**config.mk**
```make
export PLATFORM = sky130hd
export DESIGN_NAME = kdms_front
export DESIGN_NICKNAME = d
export VERILOG_FILES = /design/src/rtl/kdms_pkg.sv /design/src/rtl/kdms_front.sv
export SDC_FILE = /design/constraint.sdc
export NUM_CORES = 1
export LEC_CHECK = 0
export ABC_AREA = 1
export BUFFER_PORTS_ARGS = -buffer_cell sky130_fd_sc_hd__buf_4
export CORE_MARGIN = 10
export CORE_UTILIZATION = 30
export DETAILED_ROUTE_END_ITERATION = 8
export PLACE_DENSITY = 0.49
export RECOVER_POWER = 50
export SETUP_SLACK_MARGIN = 0.15
export SKIP_LAST_GASP = 1
export SYNTH_ARGS = -nofsm -noshare
export SYNTH_HDL_FRONTEND = slang
export SYNTH_SLANG_ARGS = --single-unit
export TNS_END_PERCENT = 5
```
**constraint.sdc**
```tcl
create_clock -name clock -period 2.7 [get_ports clock]
set_clock_uncertainty 0.1 [all_clocks]
set_input_delay 0.135 -clock clock [delete_from_list [all_inputs] [get_ports clock]]
set_output_delay 0.135 -clock clock [all_outputs]
set_load 0.01 [all_outputs]
```
**src/rtl/kdms_pkg.sv**
```systemverilog
// Shared types, constants and saturation helper for the depth smoother.
`default_nettype none
package kdms_pkg;

   // Median window capacity and filter constants in signed Q16.16.
   localparam int MAX_WINDOW_DEF = 16;
   localparam logic signed [31:0] FX_ONE  = 32'sd65536;
   localparam logic signed [31:0] Q_DIAG  = 32'sd190054;
   localparam logic signed [31:0] P_START = 32'sd655360;
   localparam logic [31:0] R_RESET = 32'd19661;
   localparam logic [4:0]  W_RESET = 5'd5;

   // Configuration register indexes.
   localparam logic [1:0] CSR_NOISE  = 2'd0;
   localparam logic [1:0] CSR_WINDOW = 2'd1;

   localparam logic signed [49:0] SAT_HI = 50'sd2147483647;
   localparam logic signed [49:0] SAT_LO = -50'sd2147483648;

   // One request as queued between the front end and the filter.
   typedef struct packed {
      logic              start;
      logic signed [31:0] depth;
   } req_item_type;

   // One corrected estimate handed from the filter to the median stage.
   typedef struct packed {
      logic              start;
      logic signed [31:0] est;
   } est_item_type;

   // Clamp a wide signed value to the signed 32-bit range.
   function automatic logic signed [31:0] sat32(input logic signed [49:0] v);
      logic signed [31:0] r;
      if (v > SAT_HI) begin
         r = 32'sh7fffffff;
      end else if (v < SAT_LO) begin
         r = 32'sh80000000;
      end else begin
         r = v[31:0];
      end
      return r;
   endfunction

endpackage
`default_nettype wire

```
**src/rtl/kdms_front.sv**
```systemverilog
// Front end: accepts requests, decodes the start flag and queues them.
`default_nettype none
module kdms_front
   import kdms_pkg::*;
(
   input  wire logic         clock,
   input  wire logic         reset,
   input  wire logic         req_tvalid,
   output logic              req_tready,
   input  wire logic [31:0]  req_tdata,   // depth_sample
   input  wire logic [0:0]   req_tuser,   // start_req
   output logic              item_valid,
   output req_item_type      item,
   input  wire logic         item_ready
);

   req_item_type slot_ff [2];
   logic       wr_ptr_ff, wr_ptr_in;
   logic       rd_ptr_ff, rd_ptr_in;
   logic [1:0] fill_ff, fill_in;
   logic       push, pop;

   assign req_tready = (fill_ff != 2'd2);
   assign item_valid = (fill_ff != 2'd0);
   assign item       = slot_ff[rd_ptr_ff];
   assign push       = req_tvalid && req_tready;
   assign pop        = item_valid && item_ready;

   // Queue pointer and occupancy bookkeeping.
   always_comb begin
      wr_ptr_in = push ? ~wr_ptr_ff : wr_ptr_ff;
      rd_ptr_in = pop ? ~rd_ptr_ff : rd_ptr_ff;
      fill_in   = fill_ff;
      if (push && !pop) begin
         fill_in = fill_ff + 2'd1;
      end else if (pop && !push) begin
         fill_in = fill_ff - 2'd1;
      end
   end

   always_ff @(posedge clock) begin
      if (reset) begin
         wr_ptr_ff <= 1'b0;
         rd_ptr_ff <= 1'b0;
         fill_ff   <= 2'd0;
      end else begin
         wr_ptr_ff <= wr_ptr_in;
         rd_ptr_ff <= rd_ptr_in;
         fill_ff   <= fill_in;
      end
   end

   // Store the request, classifying it by its start flag.
   always_ff @(posedge clock) begin
      if (push) begin
         slot_ff[wr_ptr_ff].start <= req_tuser[0];
         slot_ff[wr_ptr_ff].depth <= $signed(req_tdata);
      end
   end

endmodule
`default_nettype wire

```
==> impl_results.md <==
* Pre-antenna DRT Iters at 4
* Post-DRT Antenna Nets at 0
* Mapped cell area at 2780 sq um
* Die span in x at 116 um
* Final setup viols at 0
* Worst setup EP type: register
* Relative slew slack at 36.4%
* FF-to-FF Start: fill_ff[0]$_SDFFE_PP0P_
* Setup slack at placement at 1.10 ns
* Worst hold path type: in2reg
* Filler instances at 845
* Sw Share at 25.9%
* Setup Crit Path Kind: reg2reg
* CTS root buffer: clkbuf_8
* Dpl hpwl at 3.71 mm
* Yosys warns at 0
* Worst hold margin at 0.192 ns
* Final Cell Area at 3970 sq um
* Share of cells above drive strength 1 at 43.2%
* P_int at 2.43 mW
* Net Count, Synth at 178
* Row Count at 35
* Cell Area, Placed at 3440 sq um
* Post-synthesis sequential area ratio at 75.0%
* Final Max Slew Viols at 0
* Max cap viols at 0
* Max VDD drop at 0.373 mV
* Die Y-Extent at 116 um
* Clock power frac at 26.4%
* Worst-case clock buffer depth at 2
* CP required at 2.55 ns
* Leak at 1.56 nW
* #FFs+latches synth at 71
* Final WL at 5.45 mm
* Synthesis-to-finish area growth at 43.0%
* Wire per inst at 14.5 um
* Die area at 13500 sq um
* Io pins at 72
* R2R cell count at 5
* Mean Syn Cell Area at 19.8 sq um
* Cells after Synth at 140
* First-pass GRT wire length at 8.45 mm
* Post-CTS Setup Bufs at 0
* Startpoint types: register
* Comb power frac at 29.4%
* Setup TNS at 0 ns
* Pwr Density at 826 nW/um^2
* Reg2reg setup slack at 0.73 ns
* Final hold violation count at 0
* Number of clock sinks at 71
* Inserted Clock Buffers at 9
* Drt initial violations at 35
* Drt via density at 4.11
* Ant diodes at 0
* RePlAce Congestion at 0.682
* Hold Crit Depth at 4
* Hold EP: wr_ptr_ff$_SDFFE_PP0P_
* Initial core utilization at 30.5%
* CTS H-tree lvls at 3
* Design Power at 3.28 mW
* Switching power at 0.851 mW
* Max Fclk at 508 MHz
* Crit share post-route at 72.9%
* CTS clk-pin slew, worst paths at 0.07 ns
* Post-CTS sizing at 0
* Sequential cell fraction of total power at 44.2%
* Vias at 1543
* Worst setup margin at 0.732 ns
* Initial antenna violation count at 0
* Vias in the first global route at 1650
* Min-delay src: req_tvalid
* Crit path max fanout at 16
* CTS tree: done
* Worst reg2reg path endpoint: slot_ff[1][0]$_DFFE_PP_
* Post-synth cell types at 14
* WP data arrival at 1.82 ns
* Worst Tran Pin Value at 0.953 ns
* Number of port buffers at 71
* Fin nets at 297
* GRT Total Usage at 8.45%
* RSZ-0062 raised after global routing: no
* Tmin final at 1.97 ns
* Worst-Skew Late Latency at 0.33 ns
* Outcome: finished, final reports clean
* GR Overflow Total at 0
* Residual DRC at 0
* Largest net degree at the start of global routing at 28
* CORE AREA at 9110 sq um
[per-stage QoR]
| stage | instances | utilization (%) |
|---|---|---|
| after floorplan | 140 | - |
| after detailed placement | 323 | 37.8 |
| after CTS | 375 | 44.0 |
| final | 375 | 43.6 |
| after global placement | 323 | 37.8 |
| after global routing | 375 | 43.6 |
[critical path, cell delays in order (launching register included)]
cell,delay (ns)
dfxtp_1,0.33
inv_1,0.08
nand2_1,0.09
nand2_1,0.15
nor2_4,0.12
clkbuf_1,0.72
[flip-flops by register name, indices dropped and copies added, names as in the netlist, named ones only]
register and count:
fill_ff 2, rd_ptr_ff 1, slot_ff 66, wr_ptr_ff 1
[layout make-up]
type | count | area (sq um) | share of cell area (%)
sequential | 71 | 2080 | 52.5
timing repair buffer | 112 | 906 | 22.8
multi-input combinational | 57 | 608 | 15.3
tap | 111 | 139 | 3.50
clock buffer | 11 | 131 | 3.31
clock inverter | 5 | 72.6 | 1.83
inverter | 8 | 30.0 | 0.756
[synth_stat cells]
cell type	number	area [sq um]
a21oi_1	2	10.0
buf_12	3	60.1
buf_6	1	11.3
dfxtp_1	5	100
edfxtp_1	66	1980
ha_1	1	12.5
inv_1	8	30.0
mux2_2	3	33.8
mux2_4	30	450
nand2_1	9	33.8
nand3_1	2	10.0
nand4_1	1	6.26
nor2_1	7	26.3
o21ai_0	2	10.0
[worst max path at each step]
stage | from | to | slack, ns | cells after the start
after CTS | register | item[2] | 0.85 | 3
after global placement | fill_ff[0]$_SDFFE_PP0P_ | fill_ff[1]$_SDFFE_PP0P_ | 1.15 | 10
final | fill_ff[0]$_SDFFE_PP0P_ | slot_ff[1][0]$_DFFE_PP_ | 0.73 | 5
after floorplan | fill_ff[0]$_SDFFE_PP0P_ | slot_ff[0][0]$_DFFE_PP_ | 0.17 | 4
after detailed placement | fill_ff[0]$_SDFFE_PP0P_ | fill_ff[1]$_SDFFE_PP0P_ | 1.10 | 10
after global routing | fill_ff[0]$_SDFFE_PP0P_ | slot_ff[1][28]$_DFFE_PP_ | 0.55 | 5
[layout by cell type (no fill, tap or decap), types with 2 or more instances in the layout]
cell	n
a21oi_1	2
buf_4	38
bufinv_16	2
clkbuf_1	12
clkbuf_4	27
clkbuf_8	9
clkinv_1	2
dfxtp_1	4
dlygate4sd3_1	36
edfxtp_1	66
inv_1	8
mux2_2	3
mux2_4	30
nand2_1	9
nand3_1	2
nor2_1	5
nor2_4	2
o21ai_0	2
[power by group through the flow]
stage | clock network (mW) | registers (mW) | logic [mW]
floorplan | 0 | 1.45 | 0.611
global placement | 0 | 1.47 | 0.973
detailed placement | 0 | 1.47 | 0.974
CTS | 0.899 | 1.45 | 1.02
global route | 0.954 | 1.47 | 1.06
finish | 0.866 | 1.45 | 0.964
[metal layers]
layer | vias up | routed length [um] | GRT usage (%) | part of all wire [%]
met5 | - | 0 | 0 | 0
met4 | 0 | 95 | 4.25 | 1.7
met3 | 7 | 232 | 2.88 | 4.3
met2 | 35 | 2960 | 14.1 | 54
met1 | 743 | 2170 | 9.40 | 40
li1 | 758 | - | - | -
[kinds of logic after synthesis]
family	synth area share, %
AO/OA/AOI/OAI	0.721
adder cells (fa/ha/maj)	0.451
flip-flops	75.0
buffers and inverters	3.65
AND/OR/NAND/NOR	2.75
multiplexers	17.4
[repair_timing]
| action | CTS | global route |
|---|---|---|
| endpoints found under the hold margin | 70 | 0 |
| setup endpoints to repair | 0 | 0 |
| hold buffers | 36 | 0 |
Note: power is estimated with default switching activity, not from simulation.
