===== src/rtl/kdms_pkg.sv =====
// Shared types, constants and saturation helper for the depth smoother.
`default_nettype none
package kdms_pkg;

   // Median window capacity and filter constants in signed Q16.16.
   localparam int MAX_WINDOW_DEF = 16;
   localparam logic signed [31:0] FX_ONE  = 32'sd65536;
   localparam logic signed [31:0] Q_DIAG  = 32'sd190054;
   localparam logic signed [31:0] P_START = 32'sd655360;
   localparam logic [31:0] R_RESET = 32'd19661;
   localparam logic [4:0]  W_RESET = 5'd5;

   // Configuration register indexes.
   localparam logic [1:0] CSR_NOISE  = 2'd0;
   localparam logic [1:0] CSR_WINDOW = 2'd1;

   localparam logic signed [49:0] SAT_HI = 50'sd2147483647;
   localparam logic signed [49:0] SAT_LO = -50'sd2147483648;

   // One request as queued between the front end and the filter.
   typedef struct packed {
      logic              start;
      logic signed [31:0] depth;
   } req_item_type;

   // One corrected estimate handed from the filter to the median stage.
   typedef struct packed {
      logic              start;
      logic signed [31:0] est;
   } est_item_type;

   // Clamp a wide signed value to the signed 32-bit range.
   function automatic logic signed [31:0] sat32(input logic signed [49:0] v);
      logic signed [31:0] r;
      if (v > SAT_HI) begin
         r = 32'sh7fffffff;
      end else if (v < SAT_LO) begin
         r = 32'sh80000000;
      end else begin
         r = v[31:0];
      end
      return r;
   endfunction

endpackage
`default_nettype wire


===== src/rtl/kdms_median.sv =====
// Estimate history ring and upper median by insertion into a sorted row.
`default_nettype none
module kdms_median
   import kdms_pkg::*;
#(
   parameter int MAX_WINDOW = MAX_WINDOW_DEF
)(
   input  wire logic         clock,
   input  wire logic         reset,
   input  wire logic         est_valid,
   input  wire est_item_type est_item,
   output logic              est_ready,
   input  wire logic [4:0]   window_size,
   output logic              rsp_tvalid,
   input  wire logic         rsp_tready,
   output logic [63:0]       rsp_tdata    // smoothed_depth, filtered_estimate
);

   localparam int IDX_W = (MAX_WINDOW > 1) ? $clog2(MAX_WINDOW) : 1;
   localparam int CNT_W = $clog2(MAX_WINDOW + 1);
   localparam logic [IDX_W-1:0] LAST_IDX = IDX_W'(MAX_WINDOW - 1);
   localparam logic [CNT_W-1:0] MAX_CNT  = CNT_W'(MAX_WINDOW);

   localparam logic [1:0] M_IDLE  = 2'd0;
   localparam logic [1:0] M_READ  = 2'd1;
   localparam logic [1:0] M_SHIFT = 2'd2;
   localparam logic [1:0] M_OUT   = 2'd3;

   logic [1:0]         state_ff, state_in;
   logic signed [31:0] hist_mem [MAX_WINDOW];
   logic signed [31:0] rdata_ff;
   logic [IDX_W-1:0]   head_ff;
   logic [CNT_W-1:0]   count_ff;
   logic [CNT_W-1:0]   n_ff;
   logic [IDX_W-1:0]   rptr_ff;
   logic [CNT_W-1:0]   issued_ff;
   logic               rdv_ff;
   logic [CNT_W-1:0]   fc_ff;
   logic [CNT_W-1:0]   sh_ff;
   logic signed [31:0] sorted_ff [MAX_WINDOW];
   logic signed [31:0] ins_w [MAX_WINDOW];
   logic               gt_w [MAX_WINDOW];
   logic signed [31:0] est_ff;
   logic               rsp_valid_ff;
   logic [63:0]        rsp_data_ff;

   logic               accept;
   logic               issue;
   logic               out_free;
   logic [CNT_W-1:0]   w_eff;
   logic [IDX_W-1:0]   base_head;
   logic [CNT_W-1:0]   base_cnt;
   logic [CNT_W:0]     cnt1;
   logic [CNT_W-1:0]   new_cnt;

   assign est_ready = (state_ff == M_IDLE);
   assign accept    = est_valid && est_ready;
   assign issue     = (state_ff == M_READ) && (issued_ff != n_ff);
   assign out_free  = !rsp_valid_ff || rsp_tready;

   // Effective window, held within one and the history depth.
   always_comb begin
      if (window_size == 5'd0) begin
         w_eff = CNT_W'(1);
      end else if (int'(window_size) > MAX_WINDOW) begin
         w_eff = MAX_CNT;
      end else begin
         w_eff = CNT_W'(window_size);
      end
      base_head = est_item.start ? '0 : head_ff;
      base_cnt  = est_item.start ? '0 : count_ff;
      cnt1      = {1'b0, base_cnt} + {{CNT_W{1'b0}}, 1'b1};
      new_cnt   = (cnt1 > {1'b0, w_eff}) ? w_eff : cnt1[CNT_W-1:0];
   end

   // Insert the value just read into the sorted row.
   always_comb begin
      for (int k = 0; k < MAX_WINDOW; k++) begin
         gt_w[k] = (CNT_W'(k) >= fc_ff) || (sorted_ff[k] > rdata_ff);
      end
      for (int k = 0; k < MAX_WINDOW; k++) begin
         if (!gt_w[k]) begin
            ins_w[k] = sorted_ff[k];
         end else if (k == 0) begin
            ins_w[k] = rdata_ff;
         end else if (!gt_w[k-1]) begin
            ins_w[k] = rdata_ff;
         end else begin
            ins_w[k] = sorted_ff[k-1];
         end
      end
   end

   always_comb begin
      state_in = state_ff;
      case (state_ff)
         M_IDLE:  if (accept) state_in = M_READ;
         M_READ:  if ((issued_ff == n_ff) && !rdv_ff) state_in = M_SHIFT;
         M_SHIFT: if (sh_ff == (n_ff >> 1)) state_in = M_OUT;
         M_OUT:   if (out_free) state_in = M_IDLE;
         default: state_in = M_IDLE;
      endcase
   end

   // Control state and the history pointers.
   always_ff @(posedge clock) begin
      if (reset) begin
         state_ff     <= M_IDLE;
         head_ff      <= '0;
         count_ff     <= '0;
         rdv_ff       <= 1'b0;
         rsp_valid_ff <= 1'b0;
      end else begin
         state_ff <= state_in;
         rdv_ff   <= issue;
         if (accept) begin
            head_ff  <= (base_head == LAST_IDX) ? '0 : base_head + 1'b1;
            count_ff <= new_cnt;
         end
         if ((state_ff == M_OUT) && out_free) begin
            rsp_valid_ff <= 1'b1;
         end else if (rsp_tready) begin
            rsp_valid_ff <= 1'b0;
         end
      end
   end

   // History memory, one write and one registered read port.
   always_ff @(posedge clock) begin
      if (accept) begin
         hist_mem[base_head] <= est_item.est;
      end
      rdata_ff <= hist_mem[rptr_ff];
   end

   // Gather, sort and step to the middle element.
   always_ff @(posedge clock) begin
      case (state_ff)
         M_IDLE: begin
            if (accept) begin
               est_ff    <= est_item.est;
               n_ff      <= new_cnt;
               rptr_ff   <= base_head;
               issued_ff <= '0;
               fc_ff     <= '0;
               sh_ff     <= '0;
            end
         end
         M_READ: begin
            if (issue) begin
               rptr_ff   <= (rptr_ff == '0) ? LAST_IDX : rptr_ff - 1'b1;
               issued_ff <= issued_ff + 1'b1;
            end
            if (rdv_ff) begin
               fc_ff <= fc_ff + 1'b1;
               for (int k = 0; k < MAX_WINDOW; k++) begin
                  sorted_ff[k] <= ins_w[k];
               end
            end
         end
         M_SHIFT: begin
            if (sh_ff != (n_ff >> 1)) begin
               sh_ff <= sh_ff + 1'b1;
               for (int k = 0; k < MAX_WINDOW - 1; k++) begin
                  sorted_ff[k] <= sorted_ff[k+1];
               end
            end
         end
         M_OUT: begin
            if (out_free) begin
               rsp_data_ff <= {est_ff, sorted_ff[0]};
            end
         end
         default: begin
         end
      endcase
   end

   assign rsp_tvalid = rsp_valid_ff;
   assign rsp_tdata  = rsp_data_ff;

`ifndef SYNTHESIS
   // The history never holds more entries than it has room for.
   a_count_bound: assert property (@(posedge clock) disable iff (reset)
      int'(count_ff) <= MAX_WINDOW)
      else $error("history count beyond depth");

   // The ring head stays inside the memory.
   a_head_bound: assert property (@(posedge clock) disable iff (reset)
      int'(head_ff) < MAX_WINDOW)
      else $error("history head beyond depth");

   // The sorted row never receives more values than were requested.
   a_fill_bound: assert property (@(posedge clock) disable iff (reset)
      (state_ff != M_IDLE) |-> (fc_ff <= n_ff) && (issued_ff <= n_ff))
      else $error("sorted row overfilled");
`endif

endmodule
`default_nettype wire

===== config.mk =====
export PLATFORM = sky130hd
export DESIGN_NAME = kdms_median
export DESIGN_NICKNAME = d
export VERILOG_FILES = /design/src/rtl/kdms_pkg.sv /design/src/rtl/kdms_median.sv
export SDC_FILE = /design/constraint.sdc
export NUM_CORES = 2
export LEC_CHECK = 0
export CAP_MARGIN = 0
export CORE_ASPECT_RATIO = 1.2
export CORE_MARGIN = 5
export CORE_UTILIZATION = 40
export DETAILED_ROUTE_END_ITERATION = 10
export DONT_BUFFER_PORTS = 1
export GPL_ROUTABILITY_DRIVEN = 0
export GPL_TIMING_DRIVEN = 0
export PLACE_DENSITY_LB_ADDON = 0.2
export SLEW_MARGIN = 20
export SYNTH_ARGS = -nofsm -noshare
export SYNTH_HDL_FRONTEND = slang
export SYNTH_SLANG_ARGS = --single-unit

===== constraint.sdc =====
create_clock -name clock -period 5.7 [get_ports clock]
set_input_delay 1.14 -clock clock [delete_from_list [all_inputs] [get_ports clock]]
set_output_delay 1.14 -clock clock [all_outputs]
set_load 0.01 [all_outputs]

==> reports/qor.csv <==
stage,metric,value,unit
global_route,largest net degree at the start of global routing,33,
global_route,Total GRT Usage,22.05,%
setup_path,Worst path max stage delay,1060,ps
global_route,vias in the first global route,42933,
setup_path,Worst Setup Start Kind,flop,
cts,Clock Latency Late Sink,780,ps
floorplan,Core ar.,154800,µm²
cts,root buffer cell,clkbuf_16,
cts,cts bufs inserted,134,
setup_path,CP Class,flop to flop,
synth,Mapped Area,62320,µm²
layout,final instance area,70730,µm²
drt,Vias,41834,
drt,WL/cell,25.32,µm
drt,"antenna viol nets, final",0,
run,max_cap viols,0,
pwr,Leak,26.94,nW
layout,# fillers,13918,
layout,Final Util,45.69,%
layout,synthesis-to-finish area growth,13.49,%
setup_path,Crit path max-delay family,buffers and inverters,
synth,"EDFF count, synth",1144,
drt,DRT Wirelength,184900,µm
synth,Main synth FF type,edfxtp_1,
synth,"FFs w/ async S/R, synth",0,%
global_route,GRT overflow,0,
cts,CTS H-tree depth,4,
global_route,first-pass GRT wire length,271800,µm
drt,Residual DRC,0,
synth,Syn Inst Count,4909,
timing,RSZ-0062 raised after global routing,false,
cts,Hold Buf Count CTS,0,
placement,Post-Place Cell Area,66340,µm²
synth,warnings from Yosys,0,
setup_path,crit-path cells,"clkbuf_1, inv_1, ha_1, nand4_1, nor4bb_1, nand3_1, inv_1, a2111oi_2, a311oi_4, buf_6, a21oi_4, buf_16",
timing,WHS,410.2,ps
setup_path,WP data required,6210,ps
drt,DR pass1 iterations,5,
pwr,maximum VDD drop,508.8,µV
global_route,initial antenna violation count,0,
pwr,pwr dens,671.4,nW/µm²
setup_path,R2R setup slack,190,ps
timing,Layout Skew,33.61,ps
floorplan,Die Y,442.4,µm
timing,period utilization,96.65,%
cts,# clock sinks,1189,
synth,"Avg Cell Area, Syn",12.70,µm²
setup_path,Worst Setup End Kind,flop,
floorplan,# rows,158,
layout,fraction of layout cells with a size suffix above 1,9.211,%
layout,antenna diode instance count,0,
setup_path,crit-path most repeated cell,inv_1,
drt,drt first-iter violations,3336,
pwr,Design Power,47.49,mW
timing,Final setup viols,0,
layout,nets,5693,
floorplan,IO Count,108,
drt,post-DR vias/cell,5.729,
cts,CTS tree,built,
placement,Detail Placement HPWL,142200,µm
setup_path,worst endpoint data arrival time,6020,ps
synth,"flops & latches, synth",1189,
cts,clk buf depth,3,
cts,Worst-path clk slew,60,ps
worst_hold_path,worst hold path type,flop to flop,
setup_path,Buf/Inv on CP,5,
timing,slew margin rel.,18.58,%
timing,Worst-Margin Slew,1191,ps
setup_path,crit path max fanout,17,
synth,sequential area share after synthesis,56.57,%
timing,max-slew violations,0,
placement,I/O Buffers,0,
synth,Netlist cell types,64,
run_status,run status,"complete, no violations",
timing,f_max,181.5,MHz
synth,Post-Syn Nets,5483,
setup_path,Crit-path slowest cell,nor4bb_1,
timing,Period minus WS final,5509,ps
timing,final hold viol count,0,
floorplan,Die Area,163800,µm²
floorplan,Initial Utilization,40.26,%
floorplan,Die X,370.3,µm
cells in the final DEF, fill, tap and decap left out, types with 45 or more instances in the layout:
master,count
edfxtp_1,1144
ha_1,532
nor2_1,447
nand2_1,432
mux2i_1,386
a21oi_1,354
clkbuf_1,222
a221o_1,203
o21ai_0,144
clkbuf_16,135
nand4_1,105
a21o_1,104
o21ai_1,87
inv_1,79
mux4_2,64
nand3_1,54
nor2b_1,51
dfxtp_1,45
worst paths after layout:
path                            cells after the start         start          endpoint
worst min-delay path                                0    est_ff[26]     rsp_tdata[58]
worst min register to register                      0    est_ff[26]     rsp_tdata[58]
worst max register to register                     12  rdata_ff[30]  sorted_ff[13][1]
worst max-delay path                               12  rdata_ff[30]  sorted_ff[13][1]
registers in the layout (all words and copies together) (netlist names):
register,flops
est_ff,32
rptr_ff,4
head_ff,4
rsp_tvalid,1
sorted_ff,512
state_ff,2
count_ff,5
rdv_ff,1
issued_ff,5
n_ff,5
rdata_ff,32
sh_ff,5
rsp_tdata,64
fc_ff,5
hist_mem,512
per-stage QoR:
stage | setup WS [ps] | TNS (ps) | cells
floorplan | 20.92 | 0 | 4909
global placement | -2816 | -2236200 | 6989
detailed placement | -164.9 | -2859 | 7036
CTS | 120.2 | 0 | 7275
global route | 3.287 | 0 | 7302
finish | 190.8 | 0 | 7302
timing repair:
action,in CTS,in global routing
resized for setup,1,6
hold endpoints to repair,0,0
setup buffers,0,27
endpoints found under the setup margin,32,40
cells in the mapped netlist, types with 4 or more instances:
library cell / n / area, µm²
buf_4: 9 / 67.56
xnor2_1: 11 / 96.34
o211ai_1: 20 / 150.1
nand2b_1: 8 / 50.05
a21o_1: 104 / 780.8
buf_6: 26 / 292.8
o21ai_1: 87 / 435.4
buf_2: 24 / 120.1
xor2_1: 11 / 96.34
inv_1: 84 / 315.3
mux2i_1: 386 / 3864
a2111oi_2: 8 / 120.1
o21ai_0: 152 / 760.7
ha_1: 532 / 6656
dfxtp_1: 45 / 900.9
and2_1: 12 / 75.07
buf_1: 19 / 71.32
nand3_1: 54 / 270.3
a2111o_1: 10 / 112.6
nor2b_1: 52 / 325.3
a21oi_1: 357 / 1787
nor3_1: 16 / 80.08
nor3b_1: 4 / 30.03
nand2_1: 435 / 1633
edfxtp_1: 1144 / 34350
nor4bb_1: 16 / 160.2
nor4_1: 12 / 75.07
a22oi_1: 34 / 255.2
a211oi_1: 15 / 112.6
nor3_2: 4 / 40.04
mux2_2: 34 / 382.9
a2111oi_0: 4 / 35.03
and3_1: 37 / 231.5
o21a_1: 13 / 97.59
a221oi_1: 36 / 315.3
mux4_2: 64 / 1441
clkbuf_1: 194 / 728.2
a221o_1: 203 / 2032
nand4_1: 105 / 656.9
nor2_1: 465 / 1745
and4_1: 19 / 166.4
report_power, final:
part | internal, mW | switching (mW)
clock network | 4.55 | 3.72
logic | 9.75 | 14.9
registers | 13.1 | 1.47
total | 27.4 | 20.1
kinds of logic (layout without fill, tap and decap cells):
logic type	after synthesis	in the layout	synth area share, %
adder cells (fa/ha/maj)	532	532	10.68
multiplexers	484	484	9.127
AO/OA/AOI/OAI	1076	1076	11.74
buffers and inverters	356	669	2.560
XOR/XNOR	22	22	0.3092
flip-flops	1189	1189	56.57
AND/OR/NAND/NOR	1250	1250	9.014
area by class of cell:
cell class | instances | area, µm² | share of cell area [%]
flip-flops and latches | 1189 | 35250 | 49.84
multi-input cells | 3364 | 25770 | 36.44
clock buffers | 171 | 3543 | 5.010
well taps | 2080 | 2603 | 3.680
repair buffers | 74 | 1331 | 1.882
plain buffers | 272 | 1290 | 1.824
clock inverters | 68 | 598.1 | 0.8456
inverters | 84 | 334.1 | 0.4723
metal layers:
layer / up-vias / part of all wire (%) / routed length (µm) / GRT usage [%]
li1: 19493 / - / - / -
met1: 20674 / 38 / 70700 / 25.41
met2: 1258 / 52 / 96980 / 40.46
met3: 409 / 4.4 / 8225 / 3.000
met4: 0 / 4.9 / 9012 / 9.888
met5: - / 0 / 0 / 0
worst reg2reg max path, stage by stage, from the launching register on:
cell,delay (ps)
dfxtp_1,300
clkbuf_1,480
inv_1,610
ha_1,510
nand4_1,280
nor4bb_1,1060
nand3_1,400
inv_1,160
a2111oi_2,60
a311oi_4,610
buf_6,290
a21oi_4,200
buf_16,270
No activity file was read; power rests on OpenSTA's default activity.
